$ cat config.mk
export PLATFORM = sky130hd
export DESIGN_NAME = base64_strict_decoder
export DESIGN_NICKNAME = d
export VERILOG_FILES = /design/src/rtl/core/b64d_pkg.sv /design/src/rtl/core/b64d_queue.sv /design/src/rtl/core/b64d_front.sv /design/src/rtl/core/b64d_back.sv /design/src/rtl/core/base64_strict_decoder.sv
export SDC_FILE = /design/constraint.sdc
export NUM_CORES = 1
export LEC_CHECK = 0
export BUFFER_PORTS_ARGS = -buffer_cell sky130_fd_sc_hd__buf_2
export CORE_MARGIN = 2
export CORE_UTILIZATION = 55
export DETAILED_ROUTE_END_ITERATION = 10
export GPL_ROUTABILITY_DRIVEN = 0
export PLACE_DENSITY = 0.77
export SLEW_MARGIN = 0
export SYNTH_ARGS = -nofsm -noshare
export SYNTH_HDL_FRONTEND = slang
export SYNTH_SLANG_ARGS = --single-unit
$ cat constraint.sdc
create_clock -name clk -period 7.02 [get_ports clk]
set_clock_uncertainty 0.1 [all_clocks]
set_input_delay 1.404 -clock clk [delete_from_list [all_inputs] [get_ports clk]]
set_output_delay 1.404 -clock clk [all_outputs]
set_load 0.05 [all_outputs]
$ cat src/rtl/core/b64d_pkg.sv
// ----------------------------------------------------------------------------
// b64d_pkg: shared types and constants of the strict base64 decoder
// Symbol classes, status codes, queue entry and result formats, default depths.
// ----------------------------------------------------------------------------
`default_nettype none

package b64d_pkg;

  // Default depths of the internal queues
  localparam int MID_DEPTH_DEFAULT = 4;
  localparam int OUT_DEPTH_DEFAULT = 2;

  // Padding character
  localparam logic [7:0] PAD_SYMBOL = 8'h3D;

  // Class of one text symbol
  typedef enum logic [1:0] {
    CLS_SEXTET = 2'b00,
    CLS_PAD    = 2'b01,
    CLS_BAD    = 2'b10
  } sym_class_t;

  // End-of-string status codes
  typedef enum logic [1:0] {
    ST_OK      = 2'd0,
    ST_SYMBOL  = 2'd1,
    ST_PADDING = 2'd2,
    ST_LENGTH  = 2'd3
  } status_t;

  // Classified symbol handed from front to back
  typedef struct packed {
    sym_class_t  cls;
    logic [5:0]  sextet;
    logic        last;
  } class_entry_t;

  // One result item
  typedef struct packed {
    logic        is_status;
    logic [7:0]  data_byte;
    status_t     status;
    logic        end_of_run;
  } result_t;

endpackage

`default_nettype wire

$ cat src/rtl/core/b64d_queue.sv
// ----------------------------------------------------------------------------
// b64d_queue: small register queue
// First-in first-out buffer of WIDTH-bit entries with push/full, pop/empty.
// ----------------------------------------------------------------------------
`default_nettype none

module b64d_queue #(
  parameter int WIDTH = 8,
  parameter int DEPTH = 2
) (
  input  wire logic             clk,
  input  wire logic             rst,
  input  wire logic             push,
  input  wire logic [WIDTH-1:0] push_data,
  output logic                  full,
  input  wire logic             pop,
  output logic      [WIDTH-1:0] pop_data,
  output logic                  empty
);

  localparam int PW = (DEPTH > 1) ? $clog2(DEPTH) : 1;
  localparam int CW = $clog2(DEPTH + 1);
  localparam logic [PW-1:0] LAST_PTR   = PW'(DEPTH - 1);
  localparam logic [CW-1:0] FULL_COUNT = CW'(DEPTH);

  logic [WIDTH-1:0] mem [DEPTH];
  logic [PW-1:0]    wr_ptr;
  logic [PW-1:0]    rd_ptr;
  logic [CW-1:0]    count;
  logic             do_push;
  logic             do_pop;

  assign full     = (count == FULL_COUNT);
  assign empty    = (count == '0);
  assign do_push  = push && !full;
  assign do_pop   = pop && !empty;
  assign pop_data = mem[rd_ptr];

  // Advance pointers and fill count
  always_ff @(posedge clk) begin
    if (rst) begin
      wr_ptr <= '0;
      rd_ptr <= '0;
      count  <= '0;
    end else begin
      if (do_push) begin
        wr_ptr <= (wr_ptr == LAST_PTR) ? '0 : wr_ptr + 1'b1;
      end
      if (do_pop) begin
        rd_ptr <= (rd_ptr == LAST_PTR) ? '0 : rd_ptr + 1'b1;
      end
      if (do_push && !do_pop) begin
        count <= count + 1'b1;
      end else if (do_pop && !do_push) begin
        count <= count - 1'b1;
      end
    end
  end

  // Store entries
  always_ff @(posedge clk) begin
    if (do_push) begin
      mem[wr_ptr] <= push_data;
    end
  end

endmodule

`default_nettype wire

$ cat src/rtl/core/b64d_front.sv
// ----------------------------------------------------------------------------
// b64d_front: symbol classifier
// Maps each accepted text byte to a sextet, padding or bad class.
// ----------------------------------------------------------------------------
`default_nettype none

module b64d_front (
  input  wire logic [7:0]       symbol,
  input  wire logic             last,
  output b64d_pkg::class_entry_t entry
);

  logic [7:0] upper_off;
  logic [7:0] lower_off;
  logic [7:0] digit_off;

  assign upper_off = symbol - 8'h41;
  assign lower_off = symbol - 8'h61 + 8'd26;
  assign digit_off = symbol - 8'h30 + 8'd52;

  // Classify the symbol against the standard alphabet
  always_comb begin
    entry.last   = last;
    entry.cls    = b64d_pkg::CLS_SEXTET;
    entry.sextet = '0;
    if (symbol >= 8'h41 && symbol <= 8'h5A) begin
      entry.sextet = upper_off[5:0];
    end else if (symbol >= 8'h61 && symbol <= 8'h7A) begin
      entry.sextet = lower_off[5:0];
    end else if (symbol >= 8'h30 && symbol <= 8'h39) begin
      entry.sextet = digit_off[5:0];
    end else if (symbol == 8'h2B) begin
      entry.sextet = 6'd62;
    end else if (symbol == 8'h2F) begin
      entry.sextet = 6'd63;
    end else if (symbol == b64d_pkg::PAD_SYMBOL) begin
      entry.cls = b64d_pkg::CLS_PAD;
    end else begin
      entry.cls = b64d_pkg::CLS_BAD;
    end
  end

endmodule

`default_nettype wire

$ cat src/rtl/core/b64d_back.sv
// ----------------------------------------------------------------------------
// b64d_back: decode engine
// Gathers sextets into bytes, tracks padding and errors, issues results.
// ----------------------------------------------------------------------------
`default_nettype none

module b64d_back (
  input  wire logic                   clk,
  input  wire logic                   rst,
  input  wire logic                   mid_empty,
  input  wire b64d_pkg::class_entry_t mid_entry,
  output logic                        mid_pop,
  input  wire logic                   out_full,
  output logic                        out_push,
  output b64d_pkg::result_t           out_result
);

  logic [11:0]       bit_buffer, bit_buffer_next;
  logic [3:0]        bit_count, bit_count_next;
  logic [1:0]        symbol_phase, symbol_phase_next;
  logic [1:0]        pad_count, pad_count_next;
  logic              pad_seen, pad_seen_next;
  b64d_pkg::status_t error_code, error_code_next;
  logic              hold_valid, hold_valid_next;
  b64d_pkg::result_t hold_result, hold_result_next;

  // Decode one entry, or drain a held status
  always_comb begin
    logic [11:0]       buf_new;
    logic [3:0]        cnt_new;
    logic              byte_valid;
    logic [7:0]        byte_val;
    b64d_pkg::status_t err_new;
    logic [1:0]        phase_new;
    b64d_pkg::result_t byte_res;
    b64d_pkg::result_t stat_res;

    bit_buffer_next   = bit_buffer;
    bit_count_next    = bit_count;
    symbol_phase_next = symbol_phase;
    pad_count_next    = pad_count;
    pad_seen_next     = pad_seen;
    error_code_next   = error_code;
    hold_valid_next   = hold_valid;
    hold_result_next  = hold_result;
    mid_pop           = 1'b0;
    out_push          = 1'b0;
    out_result        = hold_result;

    buf_new    = {bit_buffer[5:0], mid_entry.sextet};
    cnt_new    = bit_count + 4'd6;
    byte_valid = 1'b0;
    err_new    = error_code;
    phase_new  = symbol_phase + 2'd1;
    byte_val   = '0;

    byte_res.is_status  = 1'b0;
    byte_res.data_byte  = '0;
    byte_res.status     = b64d_pkg::ST_OK;
    byte_res.end_of_run = !mid_entry.last;
    stat_res.is_status  = 1'b1;
    stat_res.data_byte  = '0;
    stat_res.status     = b64d_pkg::ST_OK;
    stat_res.end_of_run = 1'b1;

    if (hold_valid) begin
      if (!out_full) begin
        out_push        = 1'b1;
        hold_valid_next = 1'b0;
      end
    end else if (!mid_empty && !out_full) begin
      mid_pop           = 1'b1;
      symbol_phase_next = phase_new;
      if (error_code == b64d_pkg::ST_OK) begin
        if (mid_entry.cls == b64d_pkg::CLS_PAD) begin
          if (pad_count >= 2'd2) begin
            err_new = b64d_pkg::ST_PADDING;
          end else begin
            pad_count_next = pad_count + 2'd1;
            pad_seen_next  = 1'b1;
          end
        end else if (pad_seen) begin
          err_new = b64d_pkg::ST_PADDING;
        end else if (mid_entry.cls == b64d_pkg::CLS_BAD) begin
          err_new = b64d_pkg::ST_SYMBOL;
        end else begin
          bit_buffer_next = buf_new;
          if (cnt_new >= 4'd8) begin
            cnt_new    = cnt_new - 4'd8;
            byte_valid = 1'b1;
            byte_val   = 8'(buf_new >> cnt_new);
          end
          bit_count_next = cnt_new;
        end
      end
      error_code_next    = err_new;
      byte_res.data_byte = byte_val;
      stat_res.status    = (phase_new != 2'd0) ? b64d_pkg::ST_LENGTH : err_new;

      // Issue byte first; a status behind it is held and sent after the byte
      if (byte_valid) begin
        out_push   = 1'b1;
        out_result = byte_res;
        if (mid_entry.last) begin
          hold_valid_next  = 1'b1;
          hold_result_next = stat_res;
        end
      end else if (mid_entry.last) begin
        out_push   = 1'b1;
        out_result = stat_res;
      end

      // Clear string state after the final symbol
      if (mid_entry.last) begin
        bit_buffer_next   = '0;
        bit_count_next    = '0;
        symbol_phase_next = '0;
        pad_count_next    = '0;
        pad_seen_next     = 1'b0;
        error_code_next   = b64d_pkg::ST_OK;
      end
    end
  end

  // Hold string state
  always_ff @(posedge clk) begin
    if (rst) begin
      bit_buffer   <= '0;
      bit_count    <= '0;
      symbol_phase <= '0;
      pad_count    <= '0;
      pad_seen     <= 1'b0;
      error_code   <= b64d_pkg::ST_OK;
      hold_valid   <= 1'b0;
    end else begin
      bit_buffer   <= bit_buffer_next;
      bit_count    <= bit_count_next;
      symbol_phase <= symbol_phase_next;
      pad_count    <= pad_count_next;
      pad_seen     <= pad_seen_next;
      error_code   <= error_code_next;
      hold_valid   <= hold_valid_next;
    end
  end

  // Held status payload
  always_ff @(posedge clk) begin
    hold_result <= hold_result_next;
  end

endmodule

`default_nettype wire

$ cat src/rtl/core/base64_strict_decoder.sv
// ----------------------------------------------------------------------------
// base64_strict_decoder: streaming strict base64 decoder
// Takes one text symbol per cycle while not full and returns decoded bytes plus a status.
// ----------------------------------------------------------------------------
// One symbol is accepted per clock while the input queue is not full. A
// classifier maps it into a short queue; the decode engine takes one entry
// and writes one result per cycle into a small output queue, unless that
// queue is full or a status is held. A final symbol that also completes a
// byte gives byte, then status, through the single write port of the output
// queue. A symbol's first result passes both queue registers before it shows.
// Bytes are sent as they are decoded and stop at the first error; discard the
// bytes of a string whose status is not ok. Status: 0 ok, 1 bad symbol, 2
// misplaced padding, 3 length not a multiple of four (this one takes priority).
`default_nettype none

module base64_strict_decoder #(
  parameter int MID_DEPTH = b64d_pkg::MID_DEPTH_DEFAULT,
  parameter int OUT_DEPTH = b64d_pkg::OUT_DEPTH_DEFAULT
) (
  input  wire logic       clk,
  input  wire logic       rst,
  input  wire logic       push,
  output logic            full,
  input  wire logic [7:0] symbol,
  input  wire logic       last,
  input  wire logic       pop,
  output logic            empty,
  output logic            is_status,
  output logic      [7:0] data_byte,
  output logic      [1:0] status,
  output logic            end_of_run
);

  b64d_pkg::class_entry_t front_entry;
  b64d_pkg::class_entry_t mid_entry;
  logic                   mid_empty;
  logic                   mid_pop;
  logic                   out_full;
  logic                   out_push;
  b64d_pkg::result_t      back_result;
  b64d_pkg::result_t      out_result;

  // Classify incoming symbols
  b64d_front u_front (
    .symbol (symbol),
    .last   (last),
    .entry  (front_entry)
  );

  // Decouple front from back
  b64d_queue #(
    .WIDTH ($bits(b64d_pkg::class_entry_t)),
    .DEPTH (MID_DEPTH)
  ) u_mid_queue (
    .clk       (clk),
    .rst       (rst),
    .push      (push),
    .push_data (front_entry),
    .full      (full),
    .pop       (mid_pop),
    .pop_data  (mid_entry),
    .empty     (mid_empty)
  );

  // Decode and issue results
  b64d_back u_back (
    .clk        (clk),
    .rst        (rst),
    .mid_empty  (mid_empty),
    .mid_entry  (mid_entry),
    .mid_pop    (mid_pop),
    .out_full   (out_full),
    .out_push   (out_push),
    .out_result (back_result)
  );

  // Buffer results toward the consumer
  b64d_queue #(
    .WIDTH ($bits(b64d_pkg::result_t)),
    .DEPTH (OUT_DEPTH)
  ) u_out_queue (
    .clk       (clk),
    .rst       (rst),
    .push      (out_push),
    .push_data (back_result),
    .full      (out_full),
    .pop       (pop),
    .pop_data  (out_result),
    .empty     (empty)
  );

  assign is_status  = out_result.is_status;
  assign data_byte  = out_result.data_byte;
  assign status     = out_result.status;
  assign end_of_run = out_result.end_of_run;

endmodule

`default_nettype wire

==> flow_summary_export.csv, run 1 <==
group,metric,value,unit
global_route,track_usage,18.2,%
pwr,p_leak,1.84,nW
final_layout,final_cell_mix,"edfxtp_1, nor2_1, dfxtp_1, buf_2, nand2_1",
pwr,p_per_area,420,mW/mm^2
placed_design,io_buffers,26,
placed_design,placed_area,0.00504,sq mm
synth,synth-xor-area-share,1.44,%
synth,yosys.area_share.simple,13.5,%
global_route,grt_start_max_net_pins,25,
floorplanning,start_util,56.2,%
global_route,grt_overflow,0,
floorplanning,die-area,0.00959,sq mm
synth,synth_edf_count,72,
setup_path,crit_chain,"mux4_2 -> xor2_1 -> or3_1 -> clkinv_1 -> o31a_1",
synth,syn_nets,420,
timing,tns,0,ns
pwr,max-vdd-ir-drop,0.152,mV
timing,fin_crit,3.60,ns
route,vias_per_cell,5.81,
synth,ys_ff_latch,103,
global_route,grt_pass1_wl,14100,um
synth,yosysUniqueCellTypes,57,
setup_path,critPathBufInv,1,
setup_path,cp.required,7.05,ns
floorplanning,die_h,98.0,um
floorplanning,coreArea,0.00864,sq mm
setup_path,crit_path_start_kind,"flip-flop",
cts,htreeDepth,3,
min_path,min_path_type,"flip-flop to flip-flop",
final_layout,n_antenna_cell,0,
final_layout,layout.nets,440,
setup_path,max_stage_delay,0.68,ns
placed_design,post-dp-hpwl,5840,um
synth,synth_top_family_by_area,"simple AND/OR/NAND/NOR gates",
timing,grt_setup_unrepaired,"false",
cts,cts.sinks,103,
synth,synthAdderAreaFrac,4.79,%
cts,clock_latency,0.37,ns
final_layout,final_common_cell,"edfxtp_1",
cts,clk_pin_slew_worst_paths,0.09,ns
timing,setup_viol,0,
run,cap_violations,0,
final_layout,area_growth,7.89,%
final_layout,final_cell_area,0.00524,sq mm
timing,tightest_slew,0.996,ns
setup_path,crit_fanout,17,
route,via_count,3031,
synth,synthArstFlopShare,0,%
synth,synth_compound_area_share,10.5,%
setup_path,worst_path_max_delay_cell,"dfxtp_1",
timing,slew_headroom,33.5,%
synth,synth_seq_area_share,57.3,%
setup_path,criticalPathCategory,"flip-flop to flip-flop",
cts,ctsLongestPathBuffers,2,
global_route,grt_pass1_vias,3036,
setup_path,critical_path.top_delay_family,"flip-flops",
route,antenna_left,0,
cts,postCtsSetupRepairBufs,0,
cts,cts_hold_buf,0,
timing,hold_viol_final,0,
synth,yosys_warnings,0,
cts,cts.root.buffer_cell,"clkbuf_8",
route,drc,0,
synth,synthMuxAreaShare,9.56,%
synth,avgSynthCellArea,12.5,sq um
timing,fmax,0.278,GHz
setup_path,cp-end-kind,"flip-flop",
synth,synth.cell_area,0.00485,sq mm
cts,cts_resized,0,
timing,maxSlewViolCount,0,
floorplanning,io_pins,27,
final_layout,utilization,60.6,%
floorplanning,fp-row-count,34,
final_layout,drive_above_1_share,19.8,%
route,drt_wl_total,8140,um
route,drt_first_pass_iters,4,
setup_path,cp.arrival,3.63,ns
synth,synth-main-ff-cell,"edfxtp_1",
floorplanning,die_w,98.0,um
run_status,status,"finished clean",
cts,cts_tree,"yes",
route,post_drt_wl_per_cell,15.6,um
route,drt_iter0_drc,127,
timing,min_period_over_period,51.3,%
global_route,antenna_found_initial,0,
timing,whs,0.391,ns
cts,cts_buffers,9,
synth,netlist_instances,389,
-- final cells by class --
cell class	count	area, sq um
clock buffer	11	141
multi-input combinational	254	1930
timing repair buffer	26	130
clock inverter	5	57.6
tap	108	135
fill	693	3400
sequential	103	2780
inverter	15	56.3
-- path summary, 6_finish.rpt --
| check | start | to | slack, ns | cells past startpoint |
|---|---|---|---|---|
| worst max register to register | flip-flop | u_out_queue.mem[1][0] | 3.42 | 5 |
| worst min register to register | u_back.bit_count[2] | u_back.bit_count[2] | 0.39 | 1 |
| worst max-delay path | flip-flop | u_out_queue.mem[1][0] | 3.42 | 5 |
| worst min-delay path | u_back.bit_count[2] | u_back.bit_count[2] | 0.39 | 1 |
-- power breakdown --
| part | total [mW] | switching (mW) | internal [mW] |
|---|---|---|---|
| Combinational | 0.902 | 0.571 | 0.331 |
| Clock | 0.371 | 0.196 | 0.174 |
| Sequential | 0.929 | 0.0942 | 0.835 |
| Total | 2.20 | 0.862 | 1.34 |
-- registers in the layout, indices dropped and copies added, names as in the netlist, 2 cells and up, named ones only --
signal,cells
u_back.pad_count,2
u_back.symbol_phase,2
u_back.bit_buffer,6
u_out_queue.mem,24
u_back.error_code,2
u_mid_queue.wr_ptr,2
u_back.hold_result,12
u_mid_queue.mem,36
u_mid_queue.rd_ptr,2
u_mid_queue.count,3
u_back.bit_count,3
u_out_queue.count,2
-- Yosys cell counts, drive strengths merged (9+ instances only) --
library cell,n,area share (%)
a21oi,19,2.0
clkbuf,13,1.0
dfxtp,31,13
edfxtp,72,45
ha,17,4.4
inv,14,1.1
mux2,17,3.9
mux4,9,4.2
nand2,22,1.7
nor2,32,2.5
nor2b,13,1.7
nor3,9,1.0
o21ai,9,0.93
-- routing by layer --
metal | track usage (%) | part of all wire, %
met1 | 22.3 | 44
met2 | 31.2 | 51
met3 | 4.01 | 4.0
met4 | 7.59 | 1.7
met5 | 0 | 0
-- per-stage QoR --
stage	setup slack, ns	power, mW	instances
6_report	3.42	2.20	522
2_1_floorplan	3.91	1.67	389
4_1_cts	3.38	2.22	522
3_5_place_dp	3.35	1.85	506
5_1_grt	3.15	2.35	522
3_3_place_gp	3.51	1.81	506
-- logic make-up (layout without fill, tap and decap cells) --
| kind of cell | after synthesis | count (layout) |
|---|---|---|
| xor+xnor | 8 | 8 |
| flops | 103 | 103 |
| simple gates | 122 | 122 |
| buf+inv | 32 | 57 |
| fa+ha+maj | 18 | 18 |
| mux | 33 | 33 |
| compound gates | 73 | 73 |
Note: power is estimated with default switching activity, not from simulation.
==> run 2, diff against run 1 <==
Settings changed: ABC_AREA from default to 1, PLACE_DENSITY 0.77 to 0.8.
Clock period 7.02 ns to 3 ns, I/O delays scaled along.
==> flow_summary_export.csv, run 2 <==
group,metric,value,unit
cts,clk_pin_slew_worst_paths,0.10,ns
run_status,status,"finished clean",
timing,tns,0,ns
floorplanning,fp-row-count,35,
cts,htreeDepth,3,
final_layout,reg_top3,"u_mid_queue.mem x36, u_out_queue.mem x24, u_back.hold_result x12",
floorplanning,start_util,56.4,%
placed_design,placed_area,0.00542,sq mm
pwr,max-vdd-ir-drop,0.526,mV
synth,avgSynthCellArea,9.52,sq um
placed_design,post-dp-hpwl,6780,um
setup_path,regToRegStartpoint,"u_back.bit_count[1]",
route,drt_first_pass_iters,5,
final_layout,final_common_cell,"nand2_1",
timing,maxSlewViolCount,0,
min_path,holdPathEnd,"u_mid_queue.mem[2][0]",
route,drc,0,
global_route,grt_pass1_wl,15800,um
setup_path,reg2reg_to,"u_out_queue.count[1]",
setup_path,r2r_cells,14,
setup_path,criticalPathCategory,"flip-flop to flip-flop",
run,cap_violations,0,
setup_path,crit_fanout,11,
setup_path,cp.required,3.16,ns
floorplanning,coreArea,0.00920,sq mm
cts,clock_latency,0.36,ns
timing,setup_viol,0,
setup_path,cp-end-kind,"flip-flop",
synth,synth.cell_area,0.00519,sq mm
route,vias_per_cell,5.50,
route,via_count,3788,
synth,synth-main-ff-cell,"edfxtp_1",
floorplanning,die-area,0.0102,sq mm
final_layout,final_cell_mix,"nand2_1, edfxtp_1, inv_1, nor2_1, o21ai_0",
route,drt_iter0_drc,154,
synth,yosysUniqueCellTypes,42,
synth,synth_most_common_cell,"nand2_1",
pwr,total_power,5.75,mW
cts,cts_tree,"yes",
synth,synth_edf_count,72,
synth,synth_seq_area_share,53.7,%
timing,hold_viol_final,0,
min_path,min_path_type,"primary input to flip-flop",
timing,grt_setup_unrepaired,"false",
placed_design,io_buffers,26,
synth,netlist_instances,545,
timing,fin_crit,2.51,ns
global_route,antenna_found_initial,0,
min_path,hold_depth,1,
cts,cts_hold_buf,0,
synth,synth_top_area_share,41.7,%
route,drt_wl_total,9230,um
setup_path,r2r_slack,0.49,ns
global_route,grt_pass1_vias,3618,
final_layout,drive_above_1_share,16.6,%
cts,ctsLongestPathBuffers,2,
setup_path,crit_path_start_kind,"flip-flop",
final_layout,utilization,61.3,%
final_layout,largest_register_ffs,36,
timing,slew_headroom,59.6,%
cts,cts.sinks,103,
synth,yosys_warnings,0,
cts,cts_buffers,9,
synth,synth_common_cells,"nand2_1, edfxtp_1, inv_1",
final_layout,top_register,"u_mid_queue.mem",
timing,fmax,0.398,GHz
synth,synthArstFlopShare,0,%
global_route,grt_overflow,0,
floorplanning,io_pins,27,
floorplanning,die_h,101,um
cts,cts_resized,0,
final_layout,layout.nets,604,
setup_path,cp.arrival,2.67,ns
final_layout,n_antenna_cell,0,
final_layout,final_cells,689,
final_layout,final_cell_area,0.00564,sq mm
final_layout,area_growth,8.76,%
floorplanning,die_w,101,um
min_path,hp-start,"last",
timing,min_period_over_period,83.7,%
cts,cts.root.buffer_cell,"clkbuf_8",
placed_design,post-place-cells,673,
route,antenna_left,0,
timing,tightest_slew,0.600,ns
synth,syn_nets,576,
synth,synth_area_leaders,"edfxtp_1, dfxtp_1, nand2_1",
synth,synth_top_area_cell,"edfxtp_1",
cts,postCtsSetupRepairBufs,0,
pwr,p_per_area,1020,mW/mm^2
route,post_drt_wl_per_cell,13.4,um
global_route,track_usage,19.4,%
synth,ys_ff_latch,103,
pwr,p_leak,2.26,nW
global_route,grt_start_max_net_pins,22,
run 2: changes by cell type after synthesis, moves of 7 or more:
cell	previous run	this run
nand2_1	22	95
inv_1	13	58
o21ai_0	8	45
nand3_1	8	39
nor2_1	32	49
a21oi_1	19	32
nor2b_1	13	0
nand2_2	0	10
mux4_2	9	0
and2_1	8	0
a22o_1	7	0
clkbuf_1	12	5
or3_1	7	0
run 2: how the worst max path moves through the flow:
| stage | startpoint | end | slack [ns] | cells after the start |
|---|---|---|---|---|
| floorplan | u_mid_queue.count[0] | u_mid_queue.count[1] | 0.27 | 7 |
| global placement | u_back.bit_count[1] | u_out_queue.count[1] | 0.54 | 14 |
| detailed placement | u_back.bit_count[1] | u_out_queue.count[1] | 0.49 | 14 |
| CTS | u_back.bit_count[1] | u_out_queue.count[1] | 0.48 | 14 |
| global route | u_back.bit_count[1] | u_out_queue.count[1] | 0.18 | 14 |
| finish | u_back.bit_count[1] | u_out_queue.count[1] | 0.49 | 14 |
run 2: area by class of cell:
cell class,count,area [sq um]
Tap cell,111,139
Timing Repair Buffer,34,190
Sequential cell,103,2780
Fill cell,735,3560
Inverter,65,244
Clock inverter,7,95.1
Multi-Input combinational cell,360,2070
Clock buffer,9,124
run 2: critical path, stage by stage (launching register included):
cell	delay, ns
dfxtp_1	0.54
inv_1	0.11
ha_1	0.22
xnor2_1	0.13
nand2_1	0.06
nor2_1	0.16
nand3_4	0.17
nand2_4	0.09
nand2_2	0.06
nand2_2	0.08
ha_1	0.25
a21oi_1	0.12
o21ai_0	0.11
o21ai_0	0.16
a21oi_1	0.05
run 2: cells by family (layout without fill, tap and decap cells):
group,Yosys count,count (layout),share of synthesized area [%]
flip-flops,103,103,53.7
adder cells (fa/ha/maj),18,18,4.49
multiplexers,14,14,2.99
AO/OA/AOI/OAI,98,98,10.6
XOR/XNOR,8,8,1.35
buffers and inverters,82,115,6.51
AND/OR/NAND/NOR,222,222,20.4
run 2: metal layers:
| layer | share of wire (%) | vias up | track usage, % |
|---|---|---|---|
| met1 | 43 | 1750 | 22.0 |
| met3 | 3.5 | 26 | 2.98 |
| met4 | 2.3 | 0 | 8.84 |
| met2 | 51 | 112 | 35.9 |
| met5 | 0 | - | 0 |
| li1 | - | 1900 | - |
run 2: stage by stage:
step	hold WS, ns	setup slack, ns
after floorplan	0.329	0.272
after global placement	0.340	0.542
after detailed placement	0.360	0.494
after CTS	0.336	0.485
after global routing	0.341	0.184
final	0.345	0.489
run 2: where the power goes:
| part | internal, mW | leakage, nW | switching (mW) |
|---|---|---|---|
| combinational | 0.789 | 1.23 | 1.85 |
| sequential | 2.01 | 0.920 | 0.175 |
| clock | 0.473 | 0.110 | 0.457 |
| total | 3.27 | 2.26 | 2.48 |
==> run 3, diff against run 2 <==
Clock period 3 ns to 2 ns, I/O delays scaled along.
==> flow_summary_export.csv, run 3 (synthesized netlist as in run 2, its figures left out) <==
group,metric,value,unit
run_status,status,"finished, violations left",
run_status,violations,"setup timing",
route,drc,0,
final_layout,largest_register_ffs,36,
cts,cts_buffers,9,
timing,fmax,0.486,GHz
final_layout,top_register,"u_mid_queue.mem",
global_route,grt_overflow,0,
global_route,grt_pass1_vias,3816,
pwr,p_per_area,1570,mW/mm^2
timing,setup_ws,-0.0564,ns
route,via_count,4047,
setup_path,cp-end-kind,"flip-flop",
min_path,hold_depth,1,
route,vias_per_cell,5.48,
setup_path,crit_path_start_kind,"flip-flop",
route,antenna_left,0,
setup_path,crit_chain,"inv_2 -> ha_4 -> xnor2_2 -> nand2_1 -> nor2_2 -> nand3_4 -> nand2_4 -> nand2_4 -> nand2_4 -> ha_4 -> a21oi_2 -> o21ai_2 -> o21ai_1 -> a21oi_1",
setup_path,cp.required,2.16,ns
floorplanning,coreArea,0.00920,sq mm
floorplanning,die_h,101,um
final_layout,fillers,675,
timing,setup_viol,15,
final_layout,reg_top3,"u_mid_queue.mem x36, u_out_queue.mem x24, u_back.hold_result x12",
timing,hold_viol_final,0,
cts,htreeDepth,3,
cts,cts.sinks,103,
route,post_drt_wl_per_cell,14.6,um
placed_design,post-place-cells,712,
cts,cts.root.buffer_cell,"clkbuf_8",
cts,ctsLongestPathBuffers,2,
pwr,p_leak,2.50,nW
setup_path,criticalPathCategory,"flip-flop to flip-flop",
floorplanning,io_pins,27,
placed_design,post-dp-hpwl,7570,um
pwr,max-vdd-ir-drop,0.636,mV
placed_design,io_buffers,26,
timing,fin_crit,2.06,ns
final_layout,drive_above_1_share,25.5,%
pwr,total_power,9.57,mW
placed_design,placed_area,0.00580,sq mm
route,drt_iter0_drc,222,
final_layout,regArea,0.00279,sq mm
setup_path,cp.arrival,2.21,ns
final_layout,final_cell_area,0.00610,sq mm
timing,tightest_slew,0.421,ns
floorplanning,die_w,101,um
timing,min_period_over_period,103,%
final_layout,area_growth,17.7,%
floorplanning,fp-row-count,35,
global_route,grt_pass1_wl,16800,um
timing,maxSlewViolCount,0,
route,drt_first_pass_iters,5,
floorplanning,start_util,56.4,%
min_path,min_path_type,"primary input to flip-flop",
setup_path,r2r_slack,-0.06,ns
final_layout,layout.nets,653,
global_route,grt_start_max_net_pins,18,
setup_path,critPathBufInv,1,
cts,clock_latency,0.36,ns
final_layout,final_common_cell,"nand2_1",
timing,tns,-0.146,ns
setup_path,crit_fanout,3,
timing,slew_headroom,71.9,%
setup_path,critical_path.top_delay_family,"simple AND/OR/NAND/NOR gates",
route,drt_wl_total,10800,um
min_path,holdPathEnd,"u_mid_queue.mem[2][0]",
floorplanning,die-area,0.0102,sq mm
final_layout,n_antenna_cell,0,
global_route,track_usage,20.6,%
timing,grt_setup_unrepaired,"true",
setup_path,regToRegStartpoint,"u_back.bit_count[1]",
setup_path,reg2reg_to,"u_out_queue.count[1]",
setup_path,worst_path_max_delay_cell,"dfxtp_2",
setup_path,cp_common_cell,"nand2_4",
final_layout,utilization,66.4,%
final_layout,final_cell_mix,"nand2_1, edfxtp_1, inv_1, buf_4, nor2_1",
global_route,antenna_found_initial,0,
cts,cts_tree,"yes",
final_layout,final_cells,738,
run,cap_violations,0,
setup_path,r2r_cells,14,
min_path,hp-start,"last",
final_layout,multiInputGateArea,0.00217,sq mm
setup_path,max_stage_delay,0.35,ns
cts,clk_pin_slew_worst_paths,0.09,ns
[run 3: cell types whose count changed in the layout (fill, tap and decap cells not counted), moves of 3 or more]
cell / previous run / this run
inv_1: 58 / 54
o21ai_0: 45 / 36
o21ai_1: 3 / 11
inv_2: 6 / 9
dfxtp_1: 31 / 27
dfxtp_2: 0 / 4
buf_4: 8 / 52
[run 3: cell type report]
class | instances | share of cell area [%]
tap | 111 | 2.28
sequential | 103 | 45.7
multi-input combinational | 362 | 35.6
inverter | 65 | 4.06
clock inverter | 2 | 0.185
timing repair inverter | 1 | 0.123
clock buffer | 14 | 3.01
timing repair buffer | 80 | 9.04
[run 3: how the worst max path moves through the flow]
stage,startpoint,to,slack [ns],depth (start not counted)
after floorplan,u_back.bit_count[1],u_out_queue.count[1],-0.12,15
after CTS,flip-flop,u_out_queue.count[1],0.004,15
final,u_back.bit_count[1],u_out_queue.count[1],-0.06,14
after global routing,u_back.bit_count[2],u_out_queue.count[1],-0.14,14
after detailed placement,symbol[2],u_mid_queue.mem[0][5],-0.11,10
after global placement,symbol[2],u_mid_queue.mem[1][5],-0.005,10
[run 3: metrics by stage]
stage          worst slack (ns)  hold WS (ns)
2_1_floorplan            -0.122         0.330
3_3_place_gp           -0.00544         0.345
3_5_place_dp             -0.108         0.365
4_1_cts                 0.00352         0.151
5_1_grt                  -0.142         0.150
6_report                -0.0564         0.157
[run 3: report_power, final]
group	switching, mW	leakage [nW]	internal [mW]	total [mW]
Combinational	3.25	1.48	1.81	5.06
Sequential	0.225	0.922	3.02	3.24
Clock	0.663	0.102	0.597	1.26
Total	4.14	2.50	5.43	9.57
[run 3: what timing repair did]
action                                  4_1_cts  5_1_grt
resized for setup                             1       17
pin swaps                                     1       13
buffers inserted                              0        7
hold buffers                                  0        0
cloned                                        0        3
endpoints found under the setup margin        1       61
[run 3: worst register-to-register path: stages (launching register included)]
cell and delay, ns:
dfxtp_2 0.35, inv_2 0.05, ha_4 0.16, xnor2_2 0.17
nand2_1 0.10, nor2_2 0.16, nand3_4 0.10, nand2_4 0.07
nand2_4 0.05, nand2_4 0.08, ha_4 0.21, a21oi_2 0.11
o21ai_2 0.07, o21ai_1 0.12, a21oi_1 0.05
[run 3: per-layer routing]
metal,GRT usage [%],part of all wire [%],vias to the layer above
met3,2.91,4.5,23
met1,24.6,41,1884
met4,8.84,1.8,0
met2,37.0,52,147
li1,-,-,1993
met5,0,0,-
